$ cat config.mk
export PLATFORM = sky130hd
export DESIGN_NAME = toy_language_lexer
export DESIGN_NICKNAME = d
export VERILOG_FILES = /design/src/design/tll_pkg.sv /design/src/design/toy_language_lexer.sv
export SDC_FILE = /design/constraint.sdc
export NUM_CORES = 1
export LEC_CHECK = 0
export ABC_CLOCK_PERIOD_IN_PS = 7950
export BUFFER_PORTS_ARGS = -buffer_cell sky130_fd_sc_hd__buf_2
export CORE_MARGIN = 2
export CORE_UTILIZATION = 28
export DETAILED_ROUTE_END_ITERATION = 10
export GPL_ROUTABILITY_DRIVEN = 0
export PLACE_DENSITY_LB_ADDON = 0.05
export SETUP_SLACK_MARGIN = 0.02
export SLEW_MARGIN = 20
export SYNTH_ARGS = -nofsm -noshare
export SYNTH_HDL_FRONTEND = slang
export SYNTH_SLANG_ARGS = --single-unit
$ cat constraint.sdc
create_clock -name clk -period 7.95 [get_ports clk]
set_clock_uncertainty 0.1 [all_clocks]
set_input_delay 0.3975 -clock clk [delete_from_list [all_inputs] [get_ports clk]]
set_output_delay 0.3975 -clock clk [all_outputs]
set_load 0.005 [all_outputs]
$ cat src/design/tll_pkg.sv
// shared types and constants for the toy language lexer
package tll_pkg;

    typedef struct packed {
        logic [7:0] ch;
        logic       end_of_line;
    } src_t;

    typedef struct packed {
        logic [2:0]  token_kind;
        logic [2:0]  keyword_id;
        logic [7:0]  symbol_char;
        logic [63:0] name_chars;
        logic [3:0]  name_length;
        logic        name_truncated;
        logic [31:0] number_value;
        logic        number_saturated;
        logic        last;
    } tok_t;

    typedef enum logic [1:0] {
        MODE_NONE   = 2'd0,
        MODE_NAME   = 2'd1,
        MODE_NUMBER = 2'd2
    } mode_t;

    localparam logic [2:0] KIND_KEYWORD  = 3'd0;
    localparam logic [2:0] KIND_IDENT    = 3'd1;
    localparam logic [2:0] KIND_CONSTANT = 3'd2;
    localparam logic [2:0] KIND_OPERATOR = 3'd3;
    localparam logic [2:0] KIND_SYMBOL   = 3'd4;

    localparam logic [2:0] KW_INT   = 3'd0;
    localparam logic [2:0] KW_IF    = 3'd1;
    localparam logic [2:0] KW_THEN  = 3'd2;
    localparam logic [2:0] KW_ELSE  = 3'd3;
    localparam logic [2:0] KW_ENDIF = 3'd4;

    // keyword text, first character in the low byte
    localparam logic [63:0] KW_INT_TEXT   = 64'h0000_0000_0074_6e69;
    localparam logic [63:0] KW_IF_TEXT    = 64'h0000_0000_0000_6669;
    localparam logic [63:0] KW_THEN_TEXT  = 64'h0000_0000_6e65_6874;
    localparam logic [63:0] KW_ELSE_TEXT  = 64'h0000_0000_6573_6c65;
    localparam logic [63:0] KW_ENDIF_TEXT = 64'h0000_0066_6964_6e65;
    localparam logic [3:0]  KW_INT_LEN    = 4'd3;
    localparam logic [3:0]  KW_IF_LEN     = 4'd2;
    localparam logic [3:0]  KW_THEN_LEN   = 4'd4;
    localparam logic [3:0]  KW_ELSE_LEN   = 4'd4;
    localparam logic [3:0]  KW_ENDIF_LEN  = 4'd5;

    localparam logic [7:0] CH_MINUS  = 8'h2d;
    localparam logic [7:0] CH_PLUS   = 8'h2b;
    localparam logic [7:0] CH_STAR   = 8'h2a;
    localparam logic [7:0] CH_SLASH  = 8'h2f;
    localparam logic [7:0] CH_GT     = 8'h3e;
    localparam logic [7:0] CH_COMMA  = 8'h2c;
    localparam logic [7:0] CH_SEMI   = 8'h3b;
    localparam logic [7:0] CH_LPAREN = 8'h28;
    localparam logic [7:0] CH_RPAREN = 8'h29;
    localparam logic [7:0] CH_LBRACE = 8'h7b;
    localparam logic [7:0] CH_RBRACE = 8'h7d;
    localparam logic [7:0] CH_ZERO   = 8'h30;
    localparam logic [7:0] CH_NINE   = 8'h39;
    localparam logic [7:0] CH_LOW_A  = 8'h61;
    localparam logic [7:0] CH_LOW_Z  = 8'h7a;
    localparam logic [7:0] CH_UP_A   = 8'h41;
    localparam logic [7:0] CH_UP_Z   = 8'h5a;

endpackage

$ cat src/design/toy_language_lexer.sv
// toy language lexer: characters in, tokens out
//
// src channel takes one character per beat (or an end-of-line beat); tok channel
// gives one token per beat, with last set on the final token a beat caused.
// A beat causes zero, one or two tokens.
// An accepted beat is held in the input register until the queue has room for two
// tokens; then it is classified against the comment and token state and its tokens
// are written into a four-entry output queue, which drives tok_valid.
// A new beat is taken every cycle as long as the queue has room for two tokens;
// a beat that yields at most one token keeps that pace, one yielding two tokens
// fills the queue faster than it drains, so the tok side then sets the rate.
// Names and numbers are closed only by the character after them or by end of line.
// When tok_stall is held the queue fills and src_stall rises; nothing is dropped.
// Reset empties the input register and queue and clears all lexer state
// (no open token, no comment, no pending slash).
module toy_language_lexer
    import tll_pkg::*;
#(
    parameter int MAX_NAME_CHARS = 8,
    parameter int NUMBER_BITS    = 32
)
(
    input  logic clk,
    input  logic rst_n,
    input  logic src_valid,
    output logic src_stall,
    input  src_t src_data,
    output logic tok_valid,
    input  logic tok_stall,
    output tok_t tok_data
);

    localparam logic [3:0] KEEP_CHARS = 4'(MAX_NAME_CHARS);
    localparam int         EXT_BITS   = NUMBER_BITS + 4;

    // input register
    logic src_valid_reg, src_valid_next;
    src_t src_reg;

    // lexer state
    logic                   in_block_reg, in_block_next;
    logic                   in_line_reg, in_line_next;
    logic                   pend_slash_reg, pend_slash_next;
    logic                   pend_star_reg, pend_star_next;
    mode_t                  mode_reg, mode_next;
    logic [63:0]            name_buf_reg, name_buf_next;
    logic [3:0]             name_cnt_reg, name_cnt_next;
    logic                   name_ovf_reg, name_ovf_next;
    logic [NUMBER_BITS-1:0] num_acc_reg, num_acc_next;
    logic                   num_ovf_reg, num_ovf_next;

    // output queue
    tok_t       fifo_mem [4];
    logic [1:0] rd_ptr_reg, rd_ptr_next;
    logic [1:0] wr_ptr_reg, wr_ptr_next;
    logic [2:0] fifo_cnt_reg, fifo_cnt_next;

    logic accept, advance, pop;

    logic [7:0] c;
    logic       is_alpha, is_digit;
    logic       do_normal;
    logic       slash_emit, close_emit, sym_emit;
    tok_t       slash_tok, close_tok, sym_tok;
    tok_t       res0, res1;
    logic [1:0] res_cnt;
    logic       kw_hit;
    logic [2:0] kw_idx;
    logic [EXT_BITS-1:0] acc_ext, acc_times10;

    assign pop       = tok_valid && !tok_stall;
    assign advance   = src_valid_reg && (3'(fifo_cnt_reg - {2'b00, pop}) <= 3'd2);
    assign src_stall = src_valid_reg && !advance;
    assign accept    = src_valid && !src_stall;
    assign tok_valid = (fifo_cnt_reg != 3'd0);
    assign tok_data  = fifo_mem[rd_ptr_reg];

    always_comb
    begin
        src_valid_next = src_valid_reg;
        if (accept)
        begin
            src_valid_next = 1'b1;
        end
        else if (advance)
        begin
            src_valid_next = 1'b0;
        end
    end

    // keyword match on the open name
    always_comb
    begin
        kw_hit = !name_ovf_reg;
        kw_idx = KW_INT;
        if (name_cnt_reg == KW_INT_LEN && name_buf_reg == KW_INT_TEXT)
        begin
            kw_idx = KW_INT;
        end
        else if (name_cnt_reg == KW_IF_LEN && name_buf_reg == KW_IF_TEXT)
        begin
            kw_idx = KW_IF;
        end
        else if (name_cnt_reg == KW_THEN_LEN && name_buf_reg == KW_THEN_TEXT)
        begin
            kw_idx = KW_THEN;
        end
        else if (name_cnt_reg == KW_ELSE_LEN && name_buf_reg == KW_ELSE_TEXT)
        begin
            kw_idx = KW_ELSE;
        end
        else if (name_cnt_reg == KW_ENDIF_LEN && name_buf_reg == KW_ENDIF_TEXT)
        begin
            kw_idx = KW_ENDIF;
        end
        else
        begin
            kw_hit = 1'b0;
        end
    end

    // token for whatever is open now
    always_comb
    begin
        close_tok = '0;
        case (mode_reg)
            MODE_NAME:
            begin
                close_tok.name_chars  = name_buf_reg;
                close_tok.name_length = name_cnt_reg;
                if (kw_hit)
                begin
                    close_tok.token_kind = KIND_KEYWORD;
                    close_tok.keyword_id = kw_idx;
                end
                else
                begin
                    close_tok.token_kind     = KIND_IDENT;
                    close_tok.name_truncated = name_ovf_reg;
                end
            end
            MODE_NUMBER:
            begin
                close_tok.token_kind       = KIND_CONSTANT;
                close_tok.number_value     = 32'(64'(num_acc_reg));
                close_tok.number_saturated = num_ovf_reg;
            end
            default:
            begin
                close_tok = '0;
            end
        endcase
    end

    assign c        = src_reg.ch;
    assign is_alpha = (c >= CH_LOW_A && c <= CH_LOW_Z) || (c >= CH_UP_A && c <= CH_UP_Z);
    assign is_digit = (c >= CH_ZERO && c <= CH_NINE);
    // acc * 10 + digit, carried wide so overflow shows in the top bits
    assign acc_ext     = EXT_BITS'(num_acc_reg);
    assign acc_times10 = (acc_ext << 3) + (acc_ext << 1) + EXT_BITS'(c - CH_ZERO);

    always_comb
    begin
        in_block_next   = in_block_reg;
        in_line_next    = in_line_reg;
        pend_slash_next = pend_slash_reg;
        pend_star_next  = pend_star_reg;
        mode_next       = mode_reg;
        name_buf_next   = name_buf_reg;
        name_cnt_next   = name_cnt_reg;
        name_ovf_next   = name_ovf_reg;
        num_acc_next    = num_acc_reg;
        num_ovf_next    = num_ovf_reg;
        do_normal       = 1'b0;
        slash_emit      = 1'b0;
        close_emit      = 1'b0;
        sym_emit        = 1'b0;
        slash_tok       = '0;
        slash_tok.token_kind  = KIND_OPERATOR;
        slash_tok.symbol_char = CH_SLASH;
        sym_tok         = '0;
        sym_tok.symbol_char   = c;
        sym_tok.token_kind    = KIND_OPERATOR;

        if (src_reg.end_of_line)
        begin
            in_line_next   = 1'b0;
            pend_star_next = 1'b0;
            if (pend_slash_reg)
            begin
                pend_slash_next = 1'b0;
                slash_emit      = 1'b1;
            end
            close_emit    = (mode_reg != MODE_NONE);
            mode_next     = MODE_NONE;
            name_buf_next = '0;
            name_cnt_next = '0;
            name_ovf_next = 1'b0;
            num_acc_next  = '0;
            num_ovf_next  = 1'b0;
        end
        else if (in_line_reg)
        begin
            in_line_next = 1'b1;
        end
        else if (in_block_reg)
        begin
            if (pend_star_reg && c == CH_SLASH)
            begin
                in_block_next  = 1'b0;
                pend_star_next = 1'b0;
            end
            else
            begin
                pend_star_next = (c == CH_STAR);
            end
        end
        else if (pend_slash_reg)
        begin
            pend_slash_next = 1'b0;
            if (c == CH_STAR)
            begin
                in_block_next  = 1'b1;
                pend_star_next = 1'b0;
            end
            else if (c == CH_SLASH)
            begin
                in_line_next = 1'b1;
            end
            else
            begin
                slash_emit = 1'b1;
                do_normal  = 1'b1;
            end
        end
        else
        begin
            do_normal = 1'b1;
        end

        if (do_normal)
        begin
            if (mode_reg == MODE_NAME && (is_alpha || is_digit))
            begin
                if (name_cnt_reg < KEEP_CHARS)
                begin
                    name_buf_next = name_buf_reg | (64'(c) << {name_cnt_reg[2:0], 3'b000});
                    name_cnt_next = name_cnt_reg + 4'd1;
                end
                else
                begin
                    name_ovf_next = 1'b1;
                end
            end
            else if (mode_reg == MODE_NUMBER && is_digit)
            begin
                if (num_ovf_reg || acc_times10[EXT_BITS-1:NUMBER_BITS] != '0)
                begin
                    num_acc_next = '1;
                    num_ovf_next = 1'b1;
                end
                else
                begin
                    num_acc_next = acc_times10[NUMBER_BITS-1:0];
                end
            end
            else
            begin
                close_emit    = (mode_reg != MODE_NONE);
                mode_next     = MODE_NONE;
                name_buf_next = '0;
                name_cnt_next = '0;
                name_ovf_next = 1'b0;
                num_acc_next  = '0;
                num_ovf_next  = 1'b0;
                if (c == CH_SLASH)
                begin
                    pend_slash_next = 1'b1;
                end
                else if (is_alpha)
                begin
                    mode_next     = MODE_NAME;
                    name_buf_next = 64'(c);
                    name_cnt_next = 4'd1;
                end
                else if (is_digit)
                begin
                    mode_next    = MODE_NUMBER;
                    num_acc_next = NUMBER_BITS'(c - CH_ZERO);
                end
                else if (c == CH_MINUS || c == CH_PLUS || c == CH_STAR || c == CH_GT)
                begin
                    sym_emit = 1'b1;
                end
                else if (c == CH_COMMA || c == CH_SEMI || c == CH_LPAREN ||
                         c == CH_RPAREN || c == CH_LBRACE || c == CH_RBRACE)
                begin
                    sym_emit           = 1'b1;
                    sym_tok.token_kind = KIND_SYMBOL;
                end
            end
        end
    end

    // pack up to two tokens in order: slash, closed token, new symbol
    always_comb
    begin
        res0    = slash_emit ? slash_tok : (close_emit ? close_tok : sym_tok);
        res1    = (slash_emit && close_emit) ? close_tok : sym_tok;
        res_cnt = 2'({1'b0, slash_emit} + {1'b0, close_emit} + {1'b0, sym_emit});
        res0.last = (res_cnt == 2'd1);
        res1.last = 1'b1;
    end

    always_comb
    begin
        rd_ptr_next   = rd_ptr_reg;
        wr_ptr_next   = wr_ptr_reg;
        fifo_cnt_next = 3'(fifo_cnt_reg - {2'b00, pop});
        if (pop)
        begin
            rd_ptr_next = rd_ptr_reg + 2'd1;
        end
        if (advance)
        begin
            wr_ptr_next   = wr_ptr_reg + res_cnt;
            fifo_cnt_next = 3'(fifo_cnt_reg + {1'b0, res_cnt} - {2'b00, pop});
        end
    end

    always_ff @(posedge clk or negedge rst_n)
    begin
        if (!rst_n)
        begin
            src_valid_reg  <= 1'b0;
            in_block_reg   <= 1'b0;
            in_line_reg    <= 1'b0;
            pend_slash_reg <= 1'b0;
            pend_star_reg  <= 1'b0;
            mode_reg       <= MODE_NONE;
            name_buf_reg   <= '0;
            name_cnt_reg   <= '0;
            name_ovf_reg   <= 1'b0;
            num_acc_reg    <= '0;
            num_ovf_reg    <= 1'b0;
            rd_ptr_reg     <= '0;
            wr_ptr_reg     <= '0;
            fifo_cnt_reg   <= '0;
        end
        else
        begin
            src_valid_reg <= src_valid_next;
            rd_ptr_reg    <= rd_ptr_next;
            wr_ptr_reg    <= wr_ptr_next;
            fifo_cnt_reg  <= fifo_cnt_next;
            if (advance)
            begin
                in_block_reg   <= in_block_next;
                in_line_reg    <= in_line_next;
                pend_slash_reg <= pend_slash_next;
                pend_star_reg  <= pend_star_next;
                mode_reg       <= mode_next;
                name_buf_reg   <= name_buf_next;
                name_cnt_reg   <= name_cnt_next;
                name_ovf_reg   <= name_ovf_next;
                num_acc_reg    <= num_acc_next;
                num_ovf_reg    <= num_ovf_next;
            end
        end
    end

    always_ff @(posedge clk)
    begin
        if (accept)
        begin
            src_reg <= src_data;
        end
        if (advance && res_cnt != 2'd0)
        begin
            fifo_mem[wr_ptr_reg] <= res0;
        end
        if (advance && res_cnt == 2'd2)
        begin
            fifo_mem[wr_ptr_reg + 2'd1] <= res1;
        end
    end

endmodule

# Word-level counts from Yosys, hierarchy flattened
# Memory sizes are Yosys's and may differ from the RTL's.
# Cells that the tools add are included.
word_totals:
  output_inout_bits: 119
  in_bits: 13
  ramBits: 468
  mem_count: 1
  register_bits: 125
classes:
  shifts: 1
  muxes: 120
  n_addsub: 13
  n_eq_ne: 25
  n_bitwise: 3
  n_reduce_logical: 42
  n_lt_le_gt_ge: 8
memory_table:
  columns: ["name", "depth", "width", "rd", "rd_ports_with_merged_regs", "write_ports", "line", "rtl"]
  rows:
  - ["fifo_mem", 4, 117, 1, 0, 2, "toy_language_lexer.sv:53", "tok_t fifo_mem [4];"]
ops:
  columns: ["operator", "count"]
  rows:
  - ["2-to-1 mux 117 bit", 3]
  - ["2-to-1 mux 64 bit", 5]
  - ["2-to-1 mux 32 bit", 8]
  - ["equality test 64 x 31 -> 1 bit (second input constant)", 2]
  - ["equality test 8 x 6 -> 1 bit (second input constant)", 9]
  - ["2-to-1 mux 1 bit", 71]
  - ["2-to-1 mux 69 bit", 1]
  - ["equality test 64 x 15 -> 1 bit (second input constant)", 1]
  - ["equality test 64 x 23 -> 1 bit (second input constant)", 1]
  - ["equality test 64 x 39 -> 1 bit (second input constant)", 1]
  - ["OR 64 bit", 1]
  - ["left shift 8 x 6 -> 64 bit", 1]
  - ["2-to-1 mux 3 bit", 16]
  - ["adder 35 x 33 -> 36 bit", 1]
  - ["adder 36 bit", 1]
  - ["2-to-1 mux 33 bit", 1]
  - ["2-to-1 mux 4 bit", 5]
  - ["logical AND 1 bit", 18]
  - ["subtractor 8 x 6 -> 9 bit (second input constant)", 2]
  - ["equality test 8 x 7 -> 1 bit (second input constant)", 2]
  - ["greater-or-equal comparator 8 x 7 -> 1 bit (second input constant)", 2]
  - ["<= comparator 8 x 7 -> 1 bit (second input constant)", 2]
  - ["2-to-1 mux 8 bit", 2]
  - ["2-to-1 mux 2 bit", 7]
  - ["other kinds (25)", 49]

# Depth between registers and ports, before layout
# Gate-level depths: netlist (run 1).
logic_depth:
  ltp_word: 19
  ltp_mapped: 19
  mapped_depth_nobuf: 16

# Worst setup path after synthesis (run 1)
# Ideal clock, no wire load.
synth_timing:
  path_kind: "reg-to-reg"
  start: "register src_reg (netlist bit c[4])"
  end: "memory fifo_mem[0][104] in the netlist's numbering (data pin)"
  path_slack_ps: 1131
  setup_time_ps: 129
  path_stages_with_launch: 18
  t_arrival_ps: 6590
  period_less_slack_ps: 6819
  cell_sequence: "edfxtp_1 -> clkbuf_1 -> inv_1 -> ha_1 -> and4bb_4 -> nand3_1 -> o21a_1 -> nand2b_1 -> o21ai_4 -> nand2_4 -> buf_4 -> fa_1 -> inv_1 -> nor3b_1 -> nand3_1 -> nand2_1 -> a22o_1 -> a21o_1"
synth_lines:
  columns: ["item", "line", "rtl"]
  rows:
  - ["start, declared", "toy_language_lexer.sv:38", "src_t src_reg;"]
  - ["start signal, assigned", "toy_language_lexer.sv:376", "src_reg <= src_data;"]
  - ["end, declared", "toy_language_lexer.sv:53", null]

==> results.md, run 1 <==
- Max Buffers Root-to-Sink: 3
- PortBufs: ~130
- Ant diodes: 0
- Reg2reg end: fifo_mem[1][55]$_DFFE_PP_
- Critical-path top delay cell: edfxtp_1
- Core area: about 0.11 mm^2
- CTS sink cnt: 593
- Tmin final: approximately 6200 ps
- Fin. max-slew vios: 0
- Die Y: between 300 and 400 um
- Via density: about 5.1
- CP endpoint kind: flop
- Seq. cell area: about 0.017 mm^2
- Top-area cell type share of the netlist area: between 40% and 50%
- Mapped Area: 0.03002 mm^2
- Final wirelength: 95.26 mm
- Mapped Cells: about 2,400
- Final hold violation count: 0
- Worst Path Max Fanout: 35
- Starting density of the core: between 20% and 30%
- Area of the die: 0.1098 mm^2
- Seq cells post-synth: between 500 and 600
- Initial antenna violation count: 1
- Final #Nets: around 2,600
- Detail Route Antenna Nets: 0
- Area Growth Syn to Fin: 16.12%
- Worst slew pin tran: approximately 1100 ps
- Sw Share: 33.43%
- Outcome: completed
- Worst r2r path cells: 15
- Max reg flops: between 400 and 500
- R2R Path Start: c[4]$_DFFE_PP_
- Layout cell share with drive strength beyond 1: 17.77%
- CP delay by family, top: simple AND/OR/NAND/NOR gates
- Internal: around 6700 uW
- Ports: 132
- Crit-path cells: inv_1, ha_1, and4bb_4, nand3_1, o21a_1, nand2b_1, o21ai_4, nand2_4, fa_1, inv_1, or3_1, nor3_1, a21oi_4, nor2_4, and2_1
- Rows: between 100 and 150
- Clock buffer count from CTS: 75
- Most frequent cell after synthesis: edfxtp_1
- Routed via count: about 20,000
- Gr ovfl total: 0
- Syn Area/Cell: between 10 and 15 um^2
- Crit path buf inv count: 2
- Largest net degree at the start of global routing: around 110
- CTS resizes: 0
- WP data arrival: 6650 ps
- Final period util: between 70 and 80%
- CP most frequent cell: inv_1
- Vias in the first global route: about 21,000
- Critical Path RT: about 8400 ps
- Comb pwr share: 29.0%
- Sequential Power Share: 37.6%
- Synth top area cells: edfxtp_1, dfrtp_1, mux4_2
- Die Width: about 330 um
- Global router's overall resource usage: around 17%
- Setup Total Neg Slack: 0 ps
- Ys flop type: edfxtp_1
- Syn nets: approximately 2,500
- FMAX: 160.1 MHz
- Initial DRT Pass Iterations: 5
- H-tree levels: 3
- # fillers: approximately 11,000
- Ys async rst share: between 10% and 20%
- # Max-Cap Violations: 0
- Critical path type: reg2reg
- RSZ-0062 raised after global routing: false
- Post-synth cell types: 86
- CTS tree: yes
- Synth Warn #: 0
- R2R setup slack: ~1700 ps
- Clock-pin slew on the worst setup and hold paths: 60 ps
- Leakage: 0.01256 uW
- Critical Path Max Stage Delay: roughly 860 ps
- Net switching power figure: 3369 uW
- Clock power share: around 33%
- HPWL Detailed: roughly 59 mm
- Post-synth EDFFs: 473
- Top cells by count, synth: edfxtp_1, and2_1, nor3_1, nand2_1, o21ai_0
- PwrDens: ~290 mW/mm^2
- Root Buffer Master: clkbuf_16
- DRC Markers: 0
- Final cell utilization of the core: roughly a third
- Starting DRT DRC Count: around 1,300
- Skew-Pair Late Insertion Delay: 640 ps
- Worst min path class: in2async
- Slew HR: 25.13%
- Post-synth top area cell: edfxtp_1
- Worst vdd ir: approximately 250 uV
- Multi-input gate area: about 0.012 mm^2
- First-pass GRT wire length: between 100 and 150 mm
- Routed wire per std cell: ~24 um
- Sequential share of the synthesized area: a little under three fifths
- Setup violators final: 0
- Startpoint Class: flop
==> power groups by stage <==
stage	clock, uW	combinational, uW	sequential [uW]
floorplan	0	1940	3650
global placement	0	3000	3860
detailed placement	0	3000	3860
CTS	3470	3010	3800
global route	3570	3230	3830
finish	3360	2920	3790
==> placed cells by master, fill, tap and decap left out, drive strengths merged, types with 17 or more instances in the layout <==
master  Yosys  final
clkinv      3     21
nand2     133    133
nand4      17     17
ha         55     55
xnor2      20     20
a21oi     110    110
and2      284    284
dfrtp     116    116
nor3      160    160
nor2       79     79
o211ai     20     20
mux4      117    117
a21o       31     31
a22oi      58     58
inv        77     78
buf        72    171
edfxtp    473    473
nand3      32     32
nor4       21     21
clkbuf     94    111
o21ai     136    136
fa         33     33
==> repair_timing <==
action / CTS / global route
setup endpoints to repair: 0 / 0
hold buffers: 12 / 0
endpoints found under the hold margin: 54 / 0
buffers inserted: 0 / 0
==> worst max path at each step <==
stage	start	endpoint	slack, ps	depth (start not counted)
after CTS	c[4]$_DFFE_PP_	fifo_mem[1][55]$_DFFE_PP_	1660	15
after floorplan	c[4]$_DFFE_PP_	fifo_mem[0][104]$_DFFE_PP_	1130	17
after global routing	c[4]$_DFFE_PP_	fifo_mem[2][34]$_DFFE_PP_	1230	15
after global placement	c[4]$_DFFE_PP_	fifo_mem[1][56]$_DFFE_PP_	1890	15
after detailed placement	c[4]$_DFFE_PP_	fifo_mem[2][100]$_DFFE_PP_	1670	15
final	c[4]$_DFFE_PP_	fifo_mem[1][55]$_DFFE_PP_	1700	15
==> metal layers <==
| layer | track usage [%] | vias to the layer above | part of all wire, % |
|---|---|---|---|
| met2 | 30.04 | 387 | 50 |
| met1 | 23.00 | 10310 | 44 |
| met3 | 2.403 | 128 | 3.2 |
| li1 | - | 9094 | - |
| met4 | 4.799 | 0 | 2.5 |
| met5 | 0 | - | 0 |
==> worst reg2reg max path, stage by stage, from the launching register on <==
cell and delay [ps]:
edfxtp_1 860, inv_1 340, ha_1 340, and4bb_4 230
nand3_1 120, o21a_1 290, nand2b_1 150, o21ai_4 350
nand2_4 240, fa_1 710, inv_1 130, or3_1 420
nor3_1 580, a21oi_4 180, nor2_4 810, and2_1 260
==> per-stage QoR <==
stage               instance area, um^2  std cells  hold slack, ps  power [uW]  setup slack (ps)
CTS                               34800       3917           176.4       10280              1660
finish                            34850       3919           190.6       10080              1703
global route                      34850       3919           204.2       10630              1230
floorplan                         30020       2361           1.909        5585              1131
detailed placement                32260       3767           288.7        6862              1666
global placement                  32260       3767           279.5        6852              1891
==> cell families (layout without fill, tap and decap cells) <==
logic type | count (synthesis) | count (layout) | share of synthesized area [%]
flops | 593 | 593 | 57.26
xor+xnor | 32 | 32 | 0.9338
compound gates | 499 | 499 | 10.79
mux | 119 | 119 | 8.862
buf+inv | 246 | 401 | 3.381
fa+ha+maj | 88 | 88 | 4.494
simple gates | 784 | 784 | 14.28
==> cell type report <==
type	count	area share [%]
Inverter	80	0.8688
Clock buffer	111	6.150
Tap cell	1403	5.037
Timing Repair Buffer	183	3.457
Clock inverter	27	0.7790
Sequential cell	593	49.33
Multi-Input combinational cell	1522	34.37
No activity file was read; power rests on OpenSTA's default activity.
==> run 2: changes to the inputs <==
--- a/config.mk
+++ b/config.mk
@@ -5,7 +5,8 @@
 export SDC_FILE = /design/constraint.sdc
 export NUM_CORES = 1
 export LEC_CHECK = 0
-export ABC_CLOCK_PERIOD_IN_PS = 7950
+export ABC_AREA = 1
+export ABC_CLOCK_PERIOD_IN_PS = 5500
 export BUFFER_PORTS_ARGS = -buffer_cell sky130_fd_sc_hd__buf_2
 export CORE_MARGIN = 2
 export CORE_UTILIZATION = 28
==> constraint.sdc (replaced) <==
create_clock -name clk -period 5.5 [get_ports clk]
set_clock_uncertainty 0.1 [all_clocks]
set_input_delay 0.275 -clock clk [delete_from_list [all_inputs] [get_ports clk]]
set_output_delay 0.275 -clock clk [all_outputs]
set_load 0.005 [all_outputs]
==> results.md, run 2 <==
- CTS sink cnt: ~590
- Die Y: approximately 350 um
- Sequential Power Share: between 20% and 30%
- CP startpoint: c[5]$_DFFE_PP_
- Area of the die: between 0.1 and 0.15 mm^2
- Post-synth top area cell: edfxtp_1
- Net switching power figure: around 11,000 uW
- H-tree levels: 3
- Ys flop type: edfxtp_1
- CP endpoint kind: flop
- Routed wire per std cell: 25.11 um
- Syn nets: ~4,000
- Mapped Area: approximately 0.034 mm^2
- Post-synthesis adder-cell area fraction: under 10%
- CTS resizes: 0
- Clock-pin slew on the worst setup and hold paths: around 60 ps
- Layout cell share with drive strength beyond 1: about an eighth
- Simple-gate share of the synthesized area: around 16%
- Mux cell area share after synthesis: 0%
- Final period util: 91.03%
- CTS tree: yes
- DRC Markers: 0
- Main combinational cell family by area after synthesis: compound AO/OA/AOI/OAI gates
- Starting DRT DRC Count: ~2,800
- Ant diodes: 0
- Skew-Pair Late Insertion Delay: 670 ps
- Max Buffers Root-to-Sink: 3
- PortBufs: around 130
- Most common cell after layout, fill and taps aside: nand2_1
- Routed via count: 29,850
- Initial antenna violation count: 6
- Clock buffer count from CTS: 78
- Setup violators final: 0
- Ys async rst share: between 10% and 20%
- Sequential share of the synthesized area: 50.49%
- Worst vdd ir: 489.2 uV
- Die Width: about 350 um
- Post-synth EDFFs: 473
- Tot Pwr: roughly 24,000 uW
- Worst slew pin tran: approximately 1200 ps
- Syn Area/Cell: slightly below 9 um^2
- Comb pwr share: between 50% and 60%
- Leakage: 0.01451 uW
- Startpoint Class: flop
- Final cell utilization of the core: 32.66%
- Largest net degree at the start of global routing: around 200
- Fin. max-slew vios: 0
- Gr ovfl total: 0
- Final #Nets: between 3,000 and 4,000
- Top-area cell type share of the netlist area: a little over two fifths
- Post-synthesis xor/xnor area fraction: less than 1%
- Post-synth cell types: 57
- Synth Warn #: 0
- PwrDens: 605.4 mW/mm^2
- Final Instance Area: between 0.03 and 0.04 mm^2
- Synth top area cells: edfxtp_1, o22ai_1, dfrtp_1
- Final hold violation count: 0
- FMAX: about 200 MHz
- Compound-Gate Fraction of Synth Area: a little over a fifth
- Critical path type: reg2reg
- Detail Route Antenna Nets: 0
- DP Area: 0.03655 mm^2
- Internal: 12,440 uW
- Starting density of the core: 28.30%
- WP data arrival: around 5200 ps
- WHS: around 130 ps
- Outcome: completed
- # fillers: 12,630
- Rows: 127
- Critical Path RT: about 5700 ps
- Vias in the first global route: between 20,000 and 30,000
- Ports: between 100 and 150
- Mapped Cells: ~3,800
- R2R Path Start: c[5]$_DFFE_PP_
- Worst Path Max Fanout: 34
- Global router's overall resource usage: a little over a fifth
- Tmin final: roughly 5000 ps
- # Max-Cap Violations: 0
- Worst min path class: in2async
- Max reg flops: between 400 and 500
- Final wirelength: ~140 mm
- Most frequent cells in the layout: nand2_1, o22ai_1, edfxtp_1, o21ai_0, nor2_1
- Setup Total Neg Slack: 0 ps
- Via density: 5.388
- RSZ-0062 raised after global routing: false
- Initial DRT Pass Iterations: 5
- Sw Share: between 40% and 50%
- Seq cells post-synth: approximately 600
- Slew HR: 18.27%
- Area Growth Syn to Fin: 15.43%
- Most frequent cell after synthesis: nand2_1
- Clock power share: between 20 and 25%
- Top cells by count, synth: nand2_1, o22ai_1, edfxtp_1, o21ai_0, nor2_1
- First-pass GRT wire length: approximately 210 mm
- Core area: between 0.1 and 0.15 mm^2
- Root Buffer Master: clkbuf_16
- HPWL Detailed: slightly above 80 mm
[run 2: cell count changes after synthesis, moves of 29 or more]
cell      delta
nor2_1     +281
and2_1     -282
nor3_1     -123
o21ai_0    +294
inv_1      +256
nand3_1    +102
nand2_2     +64
clkbuf_1   +134
mux4_2     -117
nand2_1    +447
o22ai_1    +556
a22oi_1     -55
a21o_1      -29
[run 2: metal layers]
layer	global-route usage (%)	vias up	routed length [um]
li1	-	13930	-
met1	33.17	14870	68560
met2	33.07	898	60980
met3	2.551	152	7143
met4	4.453	0	2397
met5	0	-	0
[run 2: timing repair]
action                    in CTS  in global routing
buffers inserted               0                  0
hold endpoints to repair      81                  0
hold buffers                  12                  0
[run 2: logic make-up after synthesis]
group | Yosys count
simple gates | 1260
fa+ha+maj | 88
xor+xnor | 22
buf+inv | 649
flops | 593
compound gates | 1235
[run 2: worst paths after layout]
path | endpoint | slack (ps) | cells after the start
worst max-delay path | fifo_mem[1][89]$_DFFE_PP_ | 490 | 18
min in group clk | src_reg[0]$_DFFE_PP_ | 260 | 2
worst min register to register | fifo_mem[1][0]$_SDFFE_PP1P_ | 350 | 2
worst max register to register | fifo_mem[1][89]$_DFFE_PP_ | 490 | 18
max in group asynchronous | name_ovf_reg$_DFFE_PN0P_ | 3880 | 3
worst min-delay path | num_acc_reg[24]$_DFFE_PN0P_ | 130 | 2
[run 2: critical path, cell delays in order, from the launching register on]
cell and delay [ps]:
edfxtp_1 630, ha_1 450, nand3_1 150, o21ai_1 150, nand2_1 70, nand2_2 100
nand2_2 80, nand2_4 300, nand3_2 130, nand2_2 120, nand2_4 60, fa_1 630
inv_1 80, nor3_1 220, inv_1 150, nor3_2 440, inv_4 110, nand2_8 350
buf_4 280
[run 2: metrics by stage]
stage	setup slack (ps)	cells
6_report	493.4	5539
5_1_grt	159.8	5539
3_3_place_gp	539.1	5382
4_1_cts	516.6	5539
3_5_place_dp	518.6	5382
2_1_floorplan	41.09	3847
[run 2: power groups by stage]
stage	sequential [uW]	combinational (uW)	clock, uW
5_1_grt	6470	13500	5590
3_5_place_dp	6470	12100	0
6_report	6380	12100	5330
2_1_floorplan	6080	7770	0
4_1_cts	6380	12200	5440
3_3_place_gp	6470	12300	0
[run 2: layout make-up]
class | count | area (um^2) | share of cell area (%)
Sequential cell | 593 | 17190 | 43.76
Multi-Input combinational cell | 2605 | 14370 | 36.58
Clock buffer | 101 | 2078 | 5.289
Tap cell | 1612 | 2017 | 5.133
Timing Repair Buffer | 227 | 1725 | 4.391
Inverter | 357 | 1368 | 3.481
Clock inverter | 44 | 535.5 | 1.363
==> run 3: changes to the inputs <==
--- a/config.mk
+++ b/config.mk
@@ -5,7 +5,6 @@
 export SDC_FILE = /design/constraint.sdc
 export NUM_CORES = 1
 export LEC_CHECK = 0
-export ABC_AREA = 1
 export ABC_CLOCK_PERIOD_IN_PS = 5500
 export BUFFER_PORTS_ARGS = -buffer_cell sky130_fd_sc_hd__buf_2
 export CORE_MARGIN = 2
==> results.md, run 3 (same netlist as run 1, synthesis figures left out) <==
- Slew HR: between 20% and 30%
- Max reg flops: around 470
- Crit-path cells: ha_1, nor3_4, buf_4, fa_1, ha_1, a21oi_1, o211ai_1, a221oi_1, a21oi_1, nor3_1, o211a_1, nand3_2, a2111o_1
- Critical-path top delay cell: a221oi_1
- Critical Path RT: about 6000 ps
- HPWL Detailed: a little over 60 mm
- Worst setup margin: about 670 ps
- Sw Share: around 33%
- Skew-Pair Late Insertion Delay: around 660 ps
- CTS tree: yes
- Final hold violation count: 0
- Max Buffers Root-to-Sink: 3
- Fin. max-slew vios: 0
- Largest net degree at the start of global routing: around 120
- Clock-pin slew on the worst setup and hold paths: about 50 ps
- Final period util: between 80% and 90%
- Reg2reg end: num_acc_reg[29]$_DFFE_PN0P_
- Postcts setup bufs: 0
- Via density: a little over 5
- Critical Path Max Stage Delay: between 600 and 700 ps
- Net switching power figure: a little over 5000 uW
- Worst r2r path cells: 13
- Starting DRT DRC Count: between 1,000 and 1,500
- PwrDens: about 430 mW/mm^2
- Critical path type: reg2reg
- Ports: between 100 and 150
- Vias in the first global route: 21,340
- Most frequent cells in the layout: edfxtp_1, and2_1, nor3_1, buf_2, nand2_1
- First-pass GRT wire length: around 150 mm
- Clock power share: 33.0%
- Sequential Power Share: 35.6%
- Die Width: approximately 330 um
- Placed Cells: ~3,800
- Gr ovfl total: 0
- CTS sink cnt: ~590
- Worst vdd ir: between 300 and 400 uV
- Setup Total Neg Slack: 0 ps
- PortBufs: between 100 and 150
- Detail Route Antenna Nets: 0
- DP Worst Slack: 631.8 ps
- Routed via count: 19,960
- FMAX: approximately 210 MHz
- Tmin final: between 4000 and 5000 ps
- CP endpoint kind: flop
- Internal: around 10000 uW
- Critical Path Sink: num_acc_reg[29]$_DFFE_PN0P_
- Global router's overall resource usage: 17.69%
- Core area: 0.1068 mm^2
- Final #Nets: ~2,600
- R2R Path Start: c[4]$_DFFE_PP_
- DRC Markers: 0
- Setup violators final: 0
- Layout cell share with drive strength beyond 1: 18.40%
- Initial DRT Pass Iterations: 6
- Initial antenna violation count: 2
- H-tree levels: 3
- # Max-Cap Violations: 0
- Worst Path Max Fanout: 12
- WP data arrival: 5250 ps
- Rows: 120
- Worst min path class: in2async
- Outcome: completed
- Clock buffer count from CTS: 76
- Area of the die: 0.1098 mm^2
- CTS resizes: 0
- Starting density of the core: 28.12%
- Comb pwr share: between 30% and 40%
- R2R setup slack: approximately 670 ps
- Leakage: between 0.01 and 0.015 uW
- Routed wire per std cell: between 20 and 25 um
- Ant diodes: 0
- Root Buffer Master: clkbuf_16
- Startpoint Class: flop
- Die Y: roughly 330 um
- Most common cell after layout, fill and taps aside: edfxtp_1
- Worst slew pin tran: around 1100 ps
- Area Growth Syn to Fin: 17.16%
- CP startpoint: c[4]$_DFFE_PP_
- Finished Layout Cells: slightly below 4,000
- RSZ-0062 raised after global routing: false
- Final wirelength: between 90 and 100 mm
-- run 3: worst min path at each step --
stage	endpoint	slack [ps]	depth (start not counted)
after floorplan	fifo_cnt_reg[0]$_DFF_PN0_	-120	0
final	num_acc_reg[7]$_DFFE_PN0P_	130	2
after global routing	name_buf_reg[27]$_DFFE_PN0P_	150	2
after global placement	num_acc_reg[18]$_DFFE_PN0P_	230	1
after CTS	name_buf_reg[27]$_DFFE_PN0P_	110	2
after detailed placement	num_acc_reg[18]$_DFFE_PN0P_	250	1
-- run 3: layout make-up --
cell class                 count  area [um^2]
tap                         1403         1755
sequential                   593        17190
clock buffer                 102         2009
fill                       10650        71590
timing repair buffer         215         1485
multi-input combinational   1522        11980
clock inverter                37        436.7
inverter                      80        302.8
-- run 3: power groups by stage --
stage / clock network (uW) / logic (uW) / registers [uW]
6_report: 4950 / 4730 / 5340
5_1_grt: 5280 / 5180 / 5370
4_1_cts: 5120 / 4910 / 5340
3_5_place_dp: 0 / 4890 / 5430
3_3_place_gp: 0 / 4900 / 5420
2_1_floorplan: 0 / 2800 / 5260
-- run 3: worst max-delay path, delay by kind of cell (launching register included) --
| kind | cells | cell delay (ps) |
|---|---|---|
| adders and majority gates | 3 | 1220 |
| AOI/OAI and AO/OA | 6 | 1900 |
| buffers and inverters | 1 | 300 |
| DFF | 1 | 480 |
| and+or+nand+nor | 3 | 690 |
-- run 3: through the flow --
step	power [uW]	hold WS (ps)	instance area (um^2)	util (%)
3_5_place_dp	10330	245.6	32600	30.54
4_1_cts	15380	105.3	35170	32.94
2_1_floorplan	8062	-120.6	30050	-
5_1_grt	15840	152.2	35170	32.94
6_report	15020	132.4	35170	32.94
3_3_place_gp	10320	232.6	32600	30.54
-- run 3: metal layers --
| layer | GRT usage, % | part of all wire [%] | wire length, um |
|---|---|---|---|
| met2 | 31.56 | 52 | 50030 |
| met4 | 4.042 | 1.8 | 1757 |
| met3 | 2.455 | 3.0 | 2947 |
| met1 | 22.65 | 43 | 42080 |
| met5 | 0 | 0 | 0 |
-- run 3: repair_timing --
action,in CTS,in global routing
hold buffers,12,0
endpoints found under the setup margin,0,0
hold endpoints to repair,68,0
